### config.mk
export PLATFORM = sky130hd
export DESIGN_NAME = base64_stream_decoder
export DESIGN_NICKNAME = d
export VERILOG_FILES = /design/src/hdl/b64d_pkg.sv /design/src/hdl/b64d_front.sv /design/src/hdl/b64d_queue.sv /design/src/hdl/b64d_back.sv /design/src/hdl/base64_stream_decoder.sv
export SDC_FILE = /design/constraint.sdc
export NUM_CORES = 1
export LEC_CHECK = 0
export ABC_AREA = 0
export BUFFER_PORTS_ARGS = -buffer_cell sky130_fd_sc_hd__buf_2
export CAP_MARGIN = 20
export CORE_UTILIZATION = 40
export CTS_CLUSTER_DIAMETER = 80
export DETAILED_ROUTE_END_ITERATION = 8
export GPL_ROUTABILITY_DRIVEN = 0
export PLACE_DENSITY = 0.64
export SYNTH_ARGS = -nofsm -noshare
export SYNTH_HDL_FRONTEND = slang
export SYNTH_SLANG_ARGS = --single-unit
### constraint.sdc
create_clock -name clk -period 10.4 [get_ports clk]
set_input_delay 1.56 -clock clk [delete_from_list [all_inputs] [get_ports clk]]
set_output_delay 1.56 -clock clk [all_outputs]
set_load 0.01 [all_outputs]
### src/hdl/b64d_pkg.sv
`default_nettype none
// ----------------------------------------------------------------------------
// b64d_pkg
// Shared types, codes and the alphabet lookup for the Base64 stream decoder.
// ----------------------------------------------------------------------------
package b64d_pkg;

    localparam logic [7:0] CHAR_CR  = 8'h0D;
    localparam logic [7:0] CHAR_LF  = 8'h0A;
    localparam logic [7:0] CHAR_PAD = 8'h3D;

    localparam int QUEUE_DEPTH = 2;

    typedef enum logic [1:0] {
        STATUS_DATA  = 2'd0,
        STATUS_END   = 2'd1,
        STATUS_ERROR = 2'd2
    } status_t;

    typedef enum logic [1:0] {
        MODE_DECODING = 2'd0,
        MODE_ENDED    = 2'd1,
        MODE_ERROR    = 2'd2
    } run_mode_t;

    typedef enum logic [1:0] {
        LB_NONE       = 2'd0,
        LB_CR_PENDING = 2'd1,
        LB_CRLF_DONE  = 2'd2
    } line_break_t;

    // One unit of work for the back end: up to three bytes, then an optional
    // closing result (STATUS_DATA here means no closing result).
    typedef struct packed {
        logic [23:0] bytes;
        logic [1:0]  num_bytes;
        status_t     tail;
    } job_t;

    // Bit 6 set marks a character outside the alphabet.
    function automatic logic [6:0] sextet_of(input logic [7:0] c);
        logic [6:0] r;
        r = 7'h40;
        if (c >= 8'h41 && c <= 8'h5A) r = 7'(c - 8'h41);
        else if (c >= 8'h61 && c <= 8'h7A) r = 7'(c - 8'h61 + 8'd26);
        else if (c >= 8'h30 && c <= 8'h39) r = 7'(c - 8'h30 + 8'd52);
        else if (c == 8'h2B) r = 7'd62;
        else if (c == 8'h2F) r = 7'd63;
        return r;
    endfunction

    // Left-align the sextets of a partial group in a 24-bit group value.
    function automatic logic [23:0] align_group(input logic [1:0] count,
                                                input logic [17:0] store);
        logic [23:0] r;
        case (count)
            2'd1:    r = {store[5:0], 18'd0};
            2'd2:    r = {store[11:0], 12'd0};
            2'd3:    r = {store, 6'd0};
            default: r = 24'd0;
        endcase
        return r;
    endfunction

    // Bytes left by a partial final group.
    function automatic logic [1:0] partial_bytes(input logic [1:0] count,
                                                 input logic pad_third);
        logic [1:0] r;
        case (count)
            2'd0:    r = 2'd0;
            2'd3:    r = pad_third ? 2'd1 : 2'd2;
            default: r = 2'd1;
        endcase
        return r;
    endfunction

endpackage
`default_nettype wire

### src/hdl/b64d_front.sv
`default_nettype none
// ----------------------------------------------------------------------------
// b64d_front
// Accepts characters, tracks group and line-break state, and issues one job
// per character that causes any result.
// ----------------------------------------------------------------------------
module b64d_front (
    input  wire logic           clk,
    input  wire logic           rst_n,
    input  wire logic           accept,
    input  wire logic [7:0]     in_char,
    input  wire logic           is_final,
    output b64d_pkg::job_t      job,
    output logic                job_push
);
    import b64d_pkg::*;

    logic [1:0]  pos_reg,   pos_next;
    logic [17:0] store_reg, store_next;
    logic [1:0]  pad_reg,   pad_next;
    line_break_t lb_reg,    lb_next;
    run_mode_t   mode_reg,  mode_next;

    logic        decoding;
    logic        is_cr, is_lf, is_eq;
    logic [6:0]  lookup;
    logic [5:0]  sx;
    logic        alpha_ok;
    logic        ev_err, ev_cr, ev_lf, ev_sx, ev_full;
    logic [1:0]  pad_new;
    logic [17:0] store_new;
    logic [1:0]  fin_count;
    logic [17:0] fin_store;
    logic        fin_pad;

    always_comb
    begin
        decoding  = (mode_reg == MODE_DECODING);
        is_cr     = (in_char == CHAR_CR);
        is_lf     = (in_char == CHAR_LF);
        is_eq     = (in_char == CHAR_PAD);
        lookup    = sextet_of(in_char);
        alpha_ok  = !lookup[6];
        sx        = is_eq ? 6'd0 : lookup[5:0];

        ev_lf  = (lb_reg == LB_CR_PENDING) && is_lf;
        ev_err = ((lb_reg == LB_CR_PENDING) && !is_lf)
              || ((lb_reg != LB_CR_PENDING) && is_cr
                  && ((lb_reg == LB_CRLF_DONE) || is_final))
              || ((lb_reg != LB_CR_PENDING) && !is_cr && !is_eq && !alpha_ok);
        ev_cr   = (lb_reg != LB_CR_PENDING) && is_cr && !ev_err;
        ev_sx   = (lb_reg != LB_CR_PENDING) && !is_cr && (is_eq || alpha_ok);
        ev_full = ev_sx && (pos_reg == 2'd3);

        pad_new = pad_reg;
        if (is_eq && pos_reg == 2'd2) pad_new[0] = 1'b1;
        if (is_eq && pos_reg == 2'd3) pad_new[1] = 1'b1;
        store_new = {store_reg[11:0], sx};

        // group seen by a stream close: the current one on LF, the updated one
        // on a sextet
        if (ev_lf)
        begin
            fin_count = pos_reg;
            fin_store = store_reg;
            fin_pad   = pad_reg[0];
        end
        else
        begin
            fin_count = pos_reg + 2'd1;
            fin_store = store_new;
            fin_pad   = pad_new[0];
        end
    end

    // next state
    always_comb
    begin
        pos_next   = pos_reg;
        store_next = store_reg;
        pad_next   = pad_reg;
        lb_next    = lb_reg;
        mode_next  = mode_reg;
        if (!decoding)
        begin
            if (is_final)
            begin
                pos_next = 2'd0; store_next = 18'd0; pad_next = 2'd0;
                lb_next = LB_NONE; mode_next = MODE_DECODING;
            end
        end
        else if (ev_err)
        begin
            mode_next = MODE_ERROR;
        end
        else if (ev_cr)
        begin
            lb_next = LB_CR_PENDING;
        end
        else if (ev_lf)
        begin
            lb_next = LB_CRLF_DONE;
        end
        else if (ev_full)
        begin
            lb_next = LB_NONE;
            if (pad_new != 2'd0)
            begin
                mode_next = MODE_ENDED;
            end
            else
            begin
                pos_next = 2'd0; store_next = 18'd0; pad_next = 2'd0;
            end
        end
        else
        begin
            lb_next    = LB_NONE;
            pos_next   = pos_reg + 2'd1;
            store_next = store_new;
            pad_next   = pad_new;
        end
        // the final character always restarts the stream
        if (is_final)
        begin
            pos_next = 2'd0; store_next = 18'd0; pad_next = 2'd0;
            lb_next = LB_NONE; mode_next = MODE_DECODING;
        end
    end

    // job issued
    always_comb
    begin
        job.bytes     = 24'd0;
        job.num_bytes = 2'd0;
        job.tail      = STATUS_DATA;
        if (decoding)
        begin
            if (ev_err)
            begin
                job.tail = STATUS_ERROR;
            end
            else if (ev_full)
            begin
                job.bytes = {store_reg, sx};
                if (pad_new[0])      job.num_bytes = 2'd1;
                else if (pad_new[1]) job.num_bytes = 2'd2;
                else                 job.num_bytes = 2'd3;
                if (pad_new != 2'd0 || is_final) job.tail = STATUS_END;
            end
            else if ((ev_lf || ev_sx) && is_final)
            begin
                job.bytes     = align_group(fin_count, fin_store);
                job.num_bytes = partial_bytes(fin_count, fin_pad);
                job.tail      = STATUS_END;
            end
        end
        job_push = accept && (job.num_bytes != 2'd0 || job.tail != STATUS_DATA);
    end

    always_ff @(posedge clk or negedge rst_n)
    begin
        if (!rst_n)
        begin
            pos_reg   <= 2'd0;
            store_reg <= 18'd0;
            pad_reg   <= 2'd0;
            lb_reg    <= LB_NONE;
            mode_reg  <= MODE_DECODING;
        end
        else if (accept)
        begin
            pos_reg   <= pos_next;
            store_reg <= store_next;
            pad_reg   <= pad_next;
            lb_reg    <= lb_next;
            mode_reg  <= mode_next;
        end
    end

endmodule
`default_nettype wire

### src/hdl/b64d_queue.sv
`default_nettype none
// ----------------------------------------------------------------------------
// b64d_queue
// Short job queue between the front and back ends.
// ----------------------------------------------------------------------------
module b64d_queue (
    input  wire logic           clk,
    input  wire logic           rst_n,
    input  wire logic           push,
    input  wire b64d_pkg::job_t push_job,
    input  wire logic           pop,
    output b64d_pkg::job_t      head,
    output logic                empty,
    output logic                full
);
    import b64d_pkg::*;

    localparam int PTR_W = $clog2(QUEUE_DEPTH);

    job_t             entry_reg [QUEUE_DEPTH];
    logic [PTR_W-1:0] wr_ptr_reg, wr_ptr_next;
    logic [PTR_W-1:0] rd_ptr_reg, rd_ptr_next;
    logic [PTR_W:0]   count_reg,  count_next;

    always_comb
    begin
        empty = (count_reg == '0);
        full  = (count_reg == (PTR_W+1)'(QUEUE_DEPTH));
        head  = entry_reg[rd_ptr_reg];
        wr_ptr_next = push ? PTR_W'((wr_ptr_reg + 1'b1) % QUEUE_DEPTH) : wr_ptr_reg;
        rd_ptr_next = pop  ? PTR_W'((rd_ptr_reg + 1'b1) % QUEUE_DEPTH) : rd_ptr_reg;
        count_next  = count_reg + (PTR_W+1)'(push) - (PTR_W+1)'(pop);
    end

    always_ff @(posedge clk)
    begin
        if (push)
            entry_reg[wr_ptr_reg] <= push_job;
    end

    always_ff @(posedge clk or negedge rst_n)
    begin
        if (!rst_n)
        begin
            wr_ptr_reg <= '0;
            rd_ptr_reg <= '0;
            count_reg  <= '0;
        end
        else
        begin
            wr_ptr_reg <= wr_ptr_next;
            rd_ptr_reg <= rd_ptr_next;
            count_reg  <= count_next;
        end
    end

endmodule
`default_nettype wire

### src/hdl/b64d_back.sv
`default_nettype none
// ----------------------------------------------------------------------------
// b64d_back
// Expands the head job into result words, one per cycle while the receiver
// is ready, through an output register.
// ----------------------------------------------------------------------------
module b64d_back (
    input  wire logic           clk,
    input  wire logic           rst_n,
    input  wire b64d_pkg::job_t head,
    input  wire logic           empty,
    output logic                pop,
    output logic                out_valid,
    input  wire logic           out_ready,
    output logic [7:0]          out_byte,
    output logic [1:0]          status,
    output logic                last_of_run
);
    import b64d_pkg::*;

    logic [1:0] idx_reg, idx_next;
    logic       out_valid_reg, out_valid_next;
    logic [7:0] out_byte_reg, out_byte_next;
    status_t    status_reg, status_next;
    logic       last_reg, last_next;

    logic       load;
    logic [2:0] total;
    logic       is_last;

    always_comb
    begin
        load    = !empty && (!out_valid_reg || out_ready);
        total   = {1'b0, head.num_bytes} + ((head.tail != STATUS_DATA) ? 3'd1 : 3'd0);
        is_last = ({1'b0, idx_reg} == total - 3'd1);
        pop     = load && is_last;

        if (idx_reg < head.num_bytes)
        begin
            case (idx_reg)
                2'd0:    out_byte_next = head.bytes[23:16];
                2'd1:    out_byte_next = head.bytes[15:8];
                default: out_byte_next = head.bytes[7:0];
            endcase
            status_next = STATUS_DATA;
        end
        else
        begin
            out_byte_next = 8'd0;
            status_next   = head.tail;
        end
        last_next = is_last;

        idx_next = idx_reg;
        if (load)
            idx_next = is_last ? 2'd0 : idx_reg + 2'd1;

        out_valid_next = out_valid_reg;
        if (load)
            out_valid_next = 1'b1;
        else if (out_ready)
            out_valid_next = 1'b0;
    end

    always_ff @(posedge clk or negedge rst_n)
    begin
        if (!rst_n)
        begin
            idx_reg       <= 2'd0;
            out_valid_reg <= 1'b0;
        end
        else
        begin
            idx_reg       <= idx_next;
            out_valid_reg <= out_valid_next;
        end
    end

    always_ff @(posedge clk)
    begin
        if (load)
        begin
            out_byte_reg <= out_byte_next;
            status_reg   <= status_next;
            last_reg     <= last_next;
        end
    end

    assign out_valid   = out_valid_reg;
    assign out_byte    = out_byte_reg;
    assign status      = status_reg;
    assign last_of_run = last_reg;

endmodule
`default_nettype wire

### src/hdl/base64_stream_decoder.sv
`default_nettype none
// ----------------------------------------------------------------------------
// base64_stream_decoder
// Base64 text decoder, one character per word in, one result per word out.
//
//   channel | handshake            | payload
//   --------+----------------------+-------------------------------------
//   in      | in_valid / in_ready  | in_char[7:0], is_final
//   out     | out_valid / out_ready| out_byte[7:0], status[1:0], last_of_run
//
// A character is taken every cycle while the two-entry job queue has room.
// Each character yields zero to four result words; the back end sends one
// result word per cycle while out_ready is high, so a full group gives up to
// three data words, plus an end word when it also closes the stream.
// Each job is registered in the queue, then its words in the output register.
// Reset clears all decoding state, the queue and the output valid flag.
// Either side may stall; the queue decouples them.
// ----------------------------------------------------------------------------
module base64_stream_decoder (
    input  wire logic       clk,
    input  wire logic       rst_n,
    input  wire logic       in_valid,
    output logic            in_ready,
    input  wire logic [7:0] in_char,
    input  wire logic       is_final,
    output logic            out_valid,
    input  wire logic       out_ready,
    output logic [7:0]      out_byte,
    output logic [1:0]      status,
    output logic            last_of_run
);
    import b64d_pkg::*;

    job_t job;
    job_t head;
    logic job_push;
    logic q_empty;
    logic q_full;
    logic q_pop;
    logic accept;

    assign in_ready = !q_full;
    assign accept   = in_valid && in_ready;

    b64d_front u_front (
        .clk      (clk),
        .rst_n    (rst_n),
        .accept   (accept),
        .in_char  (in_char),
        .is_final (is_final),
        .job      (job),
        .job_push (job_push)
    );

    b64d_queue u_queue (
        .clk      (clk),
        .rst_n    (rst_n),
        .push     (job_push),
        .push_job (job),
        .pop      (q_pop),
        .head     (head),
        .empty    (q_empty),
        .full     (q_full)
    );

    b64d_back u_back (
        .clk         (clk),
        .rst_n       (rst_n),
        .head        (head),
        .empty       (q_empty),
        .pop         (q_pop),
        .out_valid   (out_valid),
        .out_ready   (out_ready),
        .out_byte    (out_byte),
        .status      (status),
        .last_of_run (last_of_run)
    );

endmodule
`default_nettype wire

# Word-level counts from Yosys, hierarchy flattened
# Memories as Yosys holds them, arrays and structs flattened.
# Index checks and enable logic that the tools add are counted.
[op_classes]
add_sub_neg = 13
magnitude_cmp = 7
n_eq_ne = 22
muxes = 61
n_reduce_logical = 51
[ops]
columns = ["op", "n"]
rows = [
  ["$mux 18", 8],
  ["$mux 28", 3],
  ["$pmux 24 s3", 1],
  ["$mux 2", 30],
  ["$mux 7", 5],
  ["$mux 26", 1],
  ["$eq 8x6->1 const B", 3],
  ["$logic_and 1x1->1", 20],
  ["$eq 8x4->1 const B", 2],
  ["$ge 8x7->1 const B", 2],
  ["$le 8x7->1 const B", 2],
  ["$pmux 8 s2", 1],
  ["$sub 7x7->7 const B", 2],
  ["$eq 2x2->1 const B", 6],
  ["$reduce_and 6->1", 2],
  ["$reduce_bool 2->1", 6],
  ["$mux 1", 10],
  ["$ge 8x6->1 const B", 1],
  ["$le 8x6->1 const B", 1],
  ["$logic_not 1->1", 8],
  ["$logic_not 2->1", 4],
  ["$logic_or 1x1->1", 8],
  ["$add 7x5->7 const B", 1],
  ["$add 7x6->7 const B", 1],
  ["18 further kinds", 26],
]
[totals]
reg_bits = 44
ram_bits = 56
inputBits = 13
output_inout_bits = 13
elab_cells = 168
mem_count = 1
[mem_list]
columns = ["memory", "depth", "width", "read_ports", "rd_clocked_by_memory_dff", "write_ports", "line_no", "source"]
rows = [
  ["u_queue.entry_reg", 2, 28, 1, 0, 1, "b64d_queue.sv:20", "job_t entry_reg [QUEUE_DEPTH];"],
]

# Depth between registers and ports, before layout
# Gate-level depths: netlist (run 1).
[depth]
depth_word = 20
ltp_mapped = 17
ltp_nobuf = 13

# Cells and area by module
# A second synthesis (run 1) with hierarchy kept.
[unflattened]
hier_cells = 503
hier_area_um2 = 5589.1
[by_module_without_submodules]
columns = ["module", "n_inst", "cells_per_inst", "area_each_um2", "seq_area_each_um2"]
rows = [
  ["b64d_front", 1, 332, 2558.7, 650.6],
  ["b64d_queue", 1, 102, 2264.7, 1781.7],
  ["b64d_back", 1, 67, 755.7, 405.4],
  ["base64_stream_decoder", 1, 2, 10.0, 0.0],
]

# Worst setup path before layout (run 1)
# Ideal clock, no wire load.
[synth_timing]
path_kind = "input-to-reg"
startpoint = "input in_char[2]"
endpoint = "memory u_queue.entry_reg[0][0] (netlist name) (enable)"
setup_time_ns = 0.416
arrival_ns = 5.029
t_required_ns = 9.984
slack_ns = 4.955
cell_stages = 11
path_buffers = 2
cell_sequence = "buf_6 inv_1 ha_1 nor2b_1 or4_1 a211o_1 and4_4 buf_6 or2_4 a31oi_4 nor2b_1"
[synth_between]
elab_chain_cells = 20
elab_cells_between_ends = 68
cone_classes = "add/sub: 5; order compare: 6; eq/ne: 6; mux: 21; reduce/logical: 30"
[synth_lines]
columns = ["element", "line_no", "source"]
rows = [
  ["from (decl)", "base64_stream_decoder.sv:24", "input wire logic [7:0] in_char,"],
  ["branches (longest 14 deep; another with $sub 7x6->7)", "--", ""],
  ["$mux 28 *", "b64d_front.sv:137", "if (decoding)"],
  ["$reduce_bool 2->1", "b64d_front.sv:158", "job_push = accept && (job.num_bytes != 2'd0 || job.tail != STATUS_DATA);"],
  ["$logic_or 1x1->1 *", "b64d_front.sv:158", ""],
  ["$logic_and 1x1->1 *", "b64d_front.sv:158", ""],
  ["$mux 1 *", "b64d_queue.sv:37", "if (push)"],
  ["$mux 1 (not written as such) *", "b64d_queue.sv:38", "entry_reg[wr_ptr_reg] <= push_job;"],
  ["to (decl)", "b64d_queue.sv:20", ""],
]
# Every way passes the cells marked *.

==> key figures, run 1 <==
Global routing
  • Largest net degree at the start of global routing: 34
  • First-pass GRT wire length: between 20,000 and 25,000 µm
  • Number of global-route vias before repair: between 4,000 and 5,000
  • Initial antenna violation count: 0
  • Total Routing Usage GR: between 10% and 20%
  • GR Overflow Total: 0

Worst setup path
  • Crit-path max cell delay: 0.48 ns
  • Crit path DAT: ~5 ns
  • Worst endpoint required time: 10.56 ns
  • Worst path slowest cell: or3_1
  • Setup CP Type: in2reg
  • Peak fanout along the critical path: 31
  • Most frequent CP cell: inv_1
  • Startpoint type of the worst setup path: input port
  • Setup crit end kind: register
  • Critical-path cell list: buf_2, inv_1, ha_1, nand2_1, nor3_4, buf_4, a21oi_1, inv_1, ha_1, inv_1, or3_1, nor3_1, nand2_1, a21oi_1

Power
  • P per Cell Area: around 210 mW/mm²
  • Static Leak: 2.35 nW
  • Worst VDD drop: about 90 µV

Timing
  • Minimum clock period: between 4 and 5 ns
  • Slew at the pin with the worst max-slew slack: 1.08 ns
  • Final Hold Vio Count: 0
  • F_max: approximately 0.21 GHz
  • Final period util: 46.3%
  • Slew margin rel.: between 20 and 30%
  • Max-slew violation count: 0
  • Setup violators final: 0
  • Skew final: approximately 0.0050 ns
  • RSZ-0062 raised after global routing: false
  • Setup_tns: 0 ns

Final layout
  • Fillers: 1,333
  • Share of layout cells above drive strength 1: 14.7%
  • Final Instance Area: 0.00650 mm²
  • Multi-input gate area: between 0.002 and 0.003 mm²
  • Storage element area: about 0.0028 mm²
  • Area growth syn-to-layout: 8.54%
  • Ant. Diodes: 0
  • Largest register FFs: 56
  • Final nets: 602

Clocking
  • CTS resizes: 0
  • Hold-fix buffers, CTS: 0
  • Worst-Skew Late Latency: between 0.3 and 0.4 ns
  • Maximum level of the CTS H-tree: 3
  • CTS tree: built
  • Clk sinks: 100
  • Worst-path clk slew: approximately 0.07 ns
  • Root buf cell: clkbuf_16
  • Setup Buffers After CTS: 0
  • CTS max path bufs: 2
  • TritonCTS Buffers: 9

Synth
  • Post-Syn Instances: 560
  • Register area share after synthesis: a little under half
  • Ys flop type: edfxtp_1
  • EDFF count, synth: 67
  • Async SR Flop Fraction: approximately 33%
  • Register bit total from synthesis: 100
  • Synthesis Warnings: 0
  • Mapped Area: 0.00599 mm²
  • Mean post-synth cell area: 10.7 µm²
  • Post-synthesis cell type count: 80
  • Synth Net Count: ~600

Floorplan
  • Die width: between 100 and 150 µm
  • # IOs: 26
  • Row cnt: 44
  • Die area: between 0.015 and 0.02 mm²
  • Core area: 0.0146 mm²
  • Initial Util: 41.1%
  • Die H: roughly 120 µm

Outcome
  • Status: finished clean

Placement
  • Port-buffer cells: 25
  • Detail Placement HPWL: around 9800 µm
  • Placed Area: slightly above 0.006 mm²

Drt
  • First DRT Iteration DRCs: 377
  • Vias per cell: 6.03
  • Drt first pass iters: 5
  • Vias: 4,548
  • Final wirelength: roughly 14,000 µm
  • DRC: 0
  • Routed Antenna Nets: 0
  • WL/cell: 18.4 µm

Worst hold path
  • Hold crit path type: reg2reg

Run
  • Max_cap viols: 0
## metrics by stage
| step | util, % | setup WS (ns) | hold slack [ns] | instances | total power [mW] |
|---|---|---|---|---|---|
| 2_1_floorplan | - | 4.95 | 0.455 | 560 | 0.883 |
| 5_1_grt | 44.6 | 5.32 | 0.536 | 754 | 1.42 |
| 4_1_cts | 44.6 | 5.65 | 0.503 | 754 | 1.35 |
| 3_5_place_dp | 42.5 | 5.29 | 0.487 | 738 | 1.01 |
| 3_3_place_gp | 42.5 | 5.43 | 0.473 | 738 | 0.991 |
| 6_report | 44.6 | 5.58 | 0.496 | 754 | 1.34 |
## where the power goes
| group | switching, mW | leakage (nW) | internal, mW | total (mW) |
|---|---|---|---|---|
| clock | 0.153 | 0.148 | 0.190 | 0.343 |
| combinational | 0.266 | 1.12 | 0.159 | 0.425 |
| sequential | 0.0490 | 1.08 | 0.518 | 0.567 |
## per-layer routing
metal / up-vias / global-route usage [%] / share of wire, % / routed length [µm]
met1: 2221 / 25.1 / 46 / 6360
met5: - / 0 / 0 / 0
met2: 148 / 30.4 / 48 / 6640
met3: 18 / 2.32 / 5.1 / 707
li1: 2161 / - / - / -
met4: 0 / 4.75 / 1.3 / 177
## worst max-delay path: cells and delay by family
kind            cells  cell delay (ns)
compound gates      2             0.45
fa+ha+maj           2             0.66
buf+inv             5             0.94
simple gates        5             1.36
## area by class of cell
| cell class | count | area share [%] |
|---|---|---|
| Multi-Input combinational cell | 399 | 44.2 |
| Sequential cell | 100 | 43.6 |
| Tap cell | 184 | 3.54 |
| Clock buffer | 9 | 3.46 |
| Timing Repair Buffer | 30 | 2.50 |
| Inverter | 25 | 1.44 |
| Clock inverter | 7 | 1.23 |
## kinds of logic (layout without fill, tap and decap cells)
group                    count (synthesis)  in the layout  synth area share, %
AO/OA/AOI/OAI                          165            165                 22.4
XOR/XNOR                                11             11                 1.61
adder cells (fa/ha/maj)                 24             24                 5.01
buffers and inverters                   61             71                 4.83
flip-flops                             100            100                 47.4
multiplexers                            20             20                 3.45
AND/OR/NAND/NOR                        179            179                 15.4
## cells in the mapped netlist (4+ instances only)
| library cell | number | area share (%) |
|---|---|---|
| mux2_2 | 5 | 0.94 |
| clkbuf_1 | 17 | 1.1 |
| o41ai_1 | 9 | 1.3 |
| o21ai_1 | 5 | 0.42 |
| nand3_1 | 21 | 1.8 |
| inv_1 | 25 | 1.6 |
| dfrtp_1 | 33 | 14 |
| edfxtp_1 | 67 | 34 |
| a2111oi_0 | 5 | 0.73 |
| nor2b_1 | 5 | 0.52 |
| o21ai_0 | 18 | 1.5 |
| xnor2_1 | 8 | 1.2 |
| a211oi_1 | 11 | 1.4 |
| a311oi_1 | 9 | 1.3 |
| nor3b_1 | 4 | 0.50 |
| a32oi_1 | 4 | 0.58 |
| o31ai_1 | 9 | 1.1 |
| nor3_1 | 12 | 1.0 |
| nand2_1 | 59 | 3.7 |
| mux2i_1 | 15 | 2.5 |
| a22oi_1 | 10 | 1.3 |
| nand2b_1 | 14 | 1.5 |
| ha_1 | 24 | 5.0 |
| nor2_1 | 29 | 1.8 |
| a21oi_1 | 23 | 1.9 |
| a211o_1 | 4 | 0.58 |
| nand4_1 | 5 | 0.52 |
| o41ai_2 | 5 | 1.4 |
| a31oi_1 | 6 | 0.63 |
| a22o_1 | 11 | 1.6 |
| buf_6 | 5 | 0.94 |
| buf_2 | 8 | 0.67 |
| o21a_1 | 4 | 0.50 |
## cell usage in the layout, fill, tap and decap left out, types with 9 or more instances in the layout
cell type  count
nand3_1       21
buf_2         25
nor3_1        12
clkbuf_16      9
ha_1          24
dfrtp_1       33
nand2b_1      14
a22oi_1       10
o41ai_1        9
a211oi_1      11
a311oi_1       9
o31ai_1        9
nand2_1       59
mux2i_1       15
nor2_1        29
a22o_1        11
edfxtp_1      67
inv_1         25
o21ai_0       18
a21oi_1       23
## final timing paths
path,end,from,cells after the start,slack [ns]
worst max register to register,u_queue.entry_reg[1][13],u_front.lb_reg[1],11,6.89
worst max-delay path,u_queue.entry_reg[1][13],in_char[2],14,5.58
worst min-delay path,u_back.out_valid,u_back.out_valid,2,0.50
min in group asynchronous,u_front.lb_reg[1],rst_n,1,1.32
worst min register to register,u_back.out_valid,u_back.out_valid,2,0.50
max in group asynchronous,u_queue.rd_ptr_reg,rst_n,1,8.56
Power figures use the tool's default switching activity.
==> run 2: changes to the inputs <==
ABC_AREA = 1   (was 0)
PLACE_DENSITY = 0.66   (was 0.64)
clock period = 4.26 ns   (was 10.4 ns; I/O delays follow)
==> run 2 against run 1 <==
Against the previous run: hold slack worse by 0.14 ns; combinational power grew to 3.4 times the previous value; final area is 1.1% lower; critical path type unchanged; largest cell class is now flip-flops and latches.
==> key figures, run 2 <==
Clocking
  • CTS tree: built
  • Root buf cell: clkbuf_16
  • Maximum level of the CTS H-tree: 3
  • CTS resizes: 0
  • Worst-path clk slew: 0.07 ns
  • TritonCTS Buffers: 9
  • Worst-Skew Late Latency: between 0.3 and 0.4 ns
  • CTS max path bufs: 2
  • Setup Buffers After CTS: 0
  • Hold-fix buffers, CTS: 0
  • Clk sinks: 100

Drt
  • WL/cell: 14.6 µm
  • Vias: roughly 4,600
  • Routed Antenna Nets: 0
  • Drt first pass iters: 5
  • DRC: 0
  • Vias per cell: just over 5
  • Final wirelength: between 10,000 and 15,000 µm
  • First DRT Iteration DRCs: 401

Timing
  • Final worst setup slack: approximately 0.79 ns
  • Setup_tns: 0 ns
  • Slew margin rel.: about half
  • Slew at the pin with the worst max-slew slack: 0.749 ns
  • Skew final: between 0.009 and 0.01 ns
  • Setup violators final: 0
  • F_max: around 0.29 GHz
  • Final period util: just over 80%
  • Minimum clock period: 3.47 ns
  • Max-slew violation count: 0
  • RSZ-0062 raised after global routing: false
  • Final Hold Vio Count: 0
  • Final hold slack: 0.358 ns

Worst setup path
  • Setup CP Type: in2reg
  • Crit path DAT: about 3.5 ns
  • Most frequent CP cell: nand3_1
  • Worst endpoint required time: about 4.3 ns
  • Critical-path cell list: buf_2, inv_1, ha_1, nand3_2, nor2_4, buf_4, xor2_1, ha_1, clkinv_1, nor3b_1, nand3_1, nand2_1, nand2_1, nand3_1, nand3_1, inv_1, buf_4
  • Startpoint type of the worst setup path: input port
  • Worst setup path start: in_char[2]
  • Setup crit end kind: register
  • Crit-path max cell delay: roughly 0.34 ns
  • Worst path slowest cell: buf_4
  • RR Startpoint: u_front.lb_reg[1]
  • Peak fanout along the critical path: 28

Synth
  • Most frequent cells after synthesis: nand2_1, nor2_1, o21ai_0, edfxtp_1, inv_1
  • Largest area contributor in the netlist: edfxtp_1
  • Ys flop type: edfxtp_1
  • Post-Syn Instances: between 600 and 700
  • Dominant cells by area after synthesis: edfxtp_1, dfrtp_1, nand2_1
  • Synth top area share: between 30% and 40%
  • Mapped Area: just under 0.006 mm²
  • Mean post-synth cell area: between 8 and 9 µm²
  • Register bit total from synthesis: 100
  • Register area share after synthesis: around 48%
  • Synthesis Warnings: 0
  • Synth Net Count: 723
  • Async SR Flop Fraction: about a third
  • Most numerous cell in the Yosys netlist: nand2_1
  • EDFF count, synth: 67
  • Post-synthesis cell type count: 42

Final layout
  • Fillers: around 1,400
  • Final nets: between 700 and 800
  • Ant. Diodes: 0
  • Commonest non-fill, non-tap cell in the layout: nand2_1
  • Share of layout cells above drive strength 1: ~12%
  • Finished Layout Cells: 892
  • Largest register FFs: 56
  • Final Util: approximately 46%
  • Most frequent cells in the layout: nand2_1, nor2_1, o21ai_0
  • Final Instance Area: between 0.006 and 0.007 mm²
  • Area growth syn-to-layout: 9.51%

Global routing
  • Largest net degree at the start of global routing: 34
  • GR Overflow Total: 0
  • Total Routing Usage GR: between 10% and 20%
  • First-pass GRT wire length: 21,600 µm
  • Number of global-route vias before repair: 4,472
  • Initial antenna violation count: 0

Power
  • Psw: approximately 1.5 mW
  • P per Cell Area: approximately 580 mW/mm²
  • Int Pwr: roughly 2.3 mW
  • Clock power share: between 20% and 30%
  • Static Leak: between 2 and 3 nW
  • Overall Power: between 3 and 4 mW
  • Comb power frac: between 30% and 40%
  • Worst VDD drop: about 230 µV
  • Switch share: roughly two fifths
  • Seq pwr share: between 40% and 50%

Floorplan
  • Row cnt: 43
  • Initial Util: a little over two fifths
  • Die H: around 120 µm
  • # IOs: 26
  • Die width: 123 µm
  • Core area: approximately 0.014 mm²
  • Die area: ~0.015 mm²

Placement
  • Placed insts: 876
  • Port-buffer cells: 25
  • Placed Area: 0.00615 mm²
  • Detail Placement HPWL: 9720 µm
  • Post-place setup slack: around 0.44 ns

Run
  • Max_cap viols: 0

Worst hold path
  • Hold crit path type: in2async

Outcome
  • Status: finished clean
[run 2: cells by family after synthesis]
family,count (synthesis),share of synthesized area [%]
xor gates and xnor gates,14,2.09
and+or+nand+nor,317,24.2
adders and majority gates,24,5.12
muxes,4,0.682
DFF,100,48.3
buffers and inverters,93,6.99
AOI/OAI and AO/OA,134,12.6
[run 2: path summary, 6_finish.rpt]
| kind | slack [ns] | cells after the start | end |
|---|---|---|---|
| max in group asynchronous | 3.41 | 1 | u_front.store_reg[8] |
| min reg2reg | 0.48 | 2 | u_queue.wr_ptr_reg |
| max reg2reg | 1.10 | 15 | u_queue.entry_reg[0][10] |
| min in group clk | 0.48 | 2 | u_queue.wr_ptr_reg |
| max | 0.79 | 17 | u_queue.entry_reg[0][10] |
| min | 0.36 | 1 | u_front.store_reg[14] |
[run 2: power groups by stage]
| stage | logic, mW | registers [mW] | clock network (mW) |
|---|---|---|---|
| final | 1.43 | 1.53 | 0.768 |
| after global routing | 1.63 | 1.56 | 0.828 |
| after CTS | 1.44 | 1.53 | 0.786 |
| after detailed placement | 1.43 | 1.55 | 0 |
| after global placement | 1.40 | 1.54 | 0 |
| after floorplan | 1.05 | 1.52 | 0 |
[run 2: cell type report]
class,instances,area (µm²),area share [%]
Inverter,70,265,4.13
Tap cell,180,225,3.50
Timing Repair Buffer,33,198,3.08
Multi-Input combinational cell,493,2620,40.8
Clock buffer,11,233,3.62
Sequential cell,100,2840,44.2
Clock inverter,5,45.0,0.701
[run 2: layer usage]
metal / vias to the layer above / track usage [%] / part of all wire (%)
met2: 122 / 31.9 / 49
li1: 2320 / - / -
met5: - / 0 / 0
met1: 2133 / 23.5 / 46
met3: 18 / 3.09 / 4.2
met4: 0 / 6.33 / 1.7
[run 2: critical path: cells and delay by family]
family	cells	cell delay [ns]
adder cells (fa/ha/maj)	2	0.61
buffers and inverters	6	1.05
AND/OR/NAND/NOR	8	0.91
XOR/XNOR	1	0.26
==> run 3: changes to the inputs <==
PLACE_DENSITY = 0.64   (was 0.66)
clock period = 3.64 ns   (was 4.26 ns; I/O delays follow)
==> run 3 against run 2 <==
Against the previous run: clock power rose by 17%; clock skew decreased by 0.0025 ns; register-to-register slack got worse by 0.40 ns; critical endpoint is now u_queue.entry_reg[1][5]; critical path type unchanged; largest cell class unchanged; sequential share of layout area shrank 0.25 points.
==> key figures, run 3 (same netlist as run 2, synthesis figures left out) <==
Outcome
  • Status: finished clean

Final layout
  • Commonest non-fill, non-tap cell in the layout: nand2_1
  • Final nets: roughly 750
  • Most frequent cells in the layout: nand2_1, nor2_1, o21ai_0
  • Fillers: ~1,400
  • Area growth syn-to-layout: 10.1%
  • Ant. Diodes: 0
  • Share of layout cells above drive strength 1: roughly 13%
  • Largest register FFs: 56

Worst setup path
  • Crit path DAT: around 3.2 ns
  • Critical-path cell list: buf_2, inv_1, ha_1, nand3_2, nor2_4, inv_2, nand2_1, o21ai_0, inv_1, ha_2, clkinv_2, nor3b_1, nand3_1, nand2_1, nand2_1, nand3_1, nand2_1, nor2_4, buf_12
  • Peak fanout along the critical path: 28
  • Setup crit end kind: register
  • Worst path slowest cell: ha_1
  • Startpoint type of the worst setup path: input port
  • Crit-path max cell delay: between 0.2 and 0.3 ns
  • Setup CP Type: in2reg
  • Worst endpoint required time: 3.69 ns
  • Most frequent CP cell: nand2_1

Clocking
  • Maximum level of the CTS H-tree: 3
  • Root buf cell: clkbuf_16
  • TritonCTS Buffers: 9
  • Worst-Skew Late Latency: around 0.35 ns
  • CTS tree: built
  • Hold-fix buffers, CTS: 0
  • CTS max path bufs: 2
  • CTS resizes: 0
  • Clk sinks: 100
  • Setup Buffers After CTS: 0
  • Worst-path clk slew: ~0.070 ns

Floorplan
  • Row cnt: 43
  • Initial Util: roughly two fifths
  • Die width: around 120 µm
  • Die H: 123 µm
  • # IOs: 26
  • Die area: about 0.015 mm²
  • Core area: about 0.014 mm²

Run
  • Max_cap viols: 0

Power
  • Overall Power: roughly 4.4 mW
  • Static Leak: 2.78 nW
  • P per Cell Area: 681 mW/mm²
  • Worst VDD drop: 226 µV

Timing
  • Setup violators final: 0
  • Max-slew violation count: 0
  • F_max: ~0.32 GHz
  • Skew final: ~0.0066 ns
  • Final Hold Vio Count: 0
  • Slew margin rel.: between 40 and 50%
  • Setup_tns: 0 ns
  • Final period util: a little under 90%
  • Slew at the pin with the worst max-slew slack: about 0.77 ns
  • RSZ-0062 raised after global routing: false
  • Minimum clock period: between 3 and 4 ns

Drt
  • Met3 WL: 563 µm
  • Routed Antenna Nets: 0
  • Vias per cell: 5.20
  • WL/cell: 15.0 µm
  • Drt first pass iters: 5
  • First DRT Iteration DRCs: 460
  • DRC: 0
  • Top layer used by detailed routing: met4
  • Final wirelength: approximately 13,000 µm
  • Vias: approximately 4,600
  • Met2 wire length: between 6000 and 7000 µm
  • Met1 WL: around 6100 µm

Global routing
  • Number of global-route vias before repair: 4,518
  • Initial antenna violation count: 0
  • Total Routing Usage GR: 19.4%
  • Largest net degree at the start of global routing: 34
  • First-pass GRT wire length: 22,400 µm
  • GR Overflow Total: 0

Worst hold path
  • Hold crit path type: in2async

Placement
  • Detail Placement HPWL: a little under 10,000 µm
  • Port-buffer cells: 25
==> run 3: cell count changes in the layout (fill, tap and decap cells not counted), sizes merged <==
cell / delta
buf: +2
clkinvlp: +2
clkbuf: -1
inv: -1
==> run 3: critical path, delay by kind of cell <==
kind	cells	cell delay, ns
and+or+nand+nor	10	1.13
buffers and inverters	6	0.81
adders and majority gates	2	0.55
AOI/OAI and AO/OA	1	0.17
==> run 3: final cells by class <==
| type | count | area, µm² | share of cell area, % |
|---|---|---|---|
| timing repair buffer | 35 | 225 | 3.48 |
| inverter | 70 | 270 | 4.18 |
| clock buffer | 10 | 229 | 3.54 |
| multi-input combinational | 493 | 2630 | 40.7 |
| clock inverter | 6 | 45.0 | 0.697 |
| tap | 180 | 225 | 3.48 |
| sequential | 100 | 2840 | 43.9 |
==> run 3: final timing paths <==
check                                        start                      end  slack [ns]  cells past startpoint
worst min-delay path                         rst_n        u_back.idx_reg[1]        0.27                      1
min in group clk                         out_ready         u_back.out_valid        0.40                      2
max in group asynchronous                    rst_n    u_front.store_reg[16]        2.88                      1
worst max register to register   u_front.lb_reg[1]  u_queue.entry_reg[1][5]        0.70                     17
worst max-delay path                    in_char[2]  u_queue.entry_reg[1][5]        0.48                     19
worst min register to register  u_front.pad_reg[1]       u_front.pad_reg[1]        0.48                      2
==> run 3: power breakdown <==
part | switching, mW | leakage, nW | internal (mW)
sequential | 0.185 | 1.07 | 1.59
combinational | 1.13 | 1.58 | 0.602
clock | 0.431 | 0.133 | 0.470
total | 1.74 | 2.78 | 2.66
==> run 3: layer usage <==
| metal | GRT usage (%) | vias to the layer above |
|---|---|---|
| met1 | 25.1 | 2168 |
| met4 | 8.81 | 0 |
| met2 | 31.8 | 130 |
| met3 | 3.41 | 25 |
| li1 | - | 2324 |
| met5 | 0 | - |
==> run 3: through the flow <==
step                worst slack [ns]  hold WS, ns  util [%]  instance area, µm²  std cells
detailed placement             0.109        0.461      43.9                6190        878
global route                   0.162        0.350      45.9                6460        894
finish                         0.482        0.272      45.9                6460        894
CTS                            0.494        0.298      45.9                6460        894
floorplan                  0.0000764        0.250         -                5880        686
global placement               0.199        0.458      43.9                6190        878
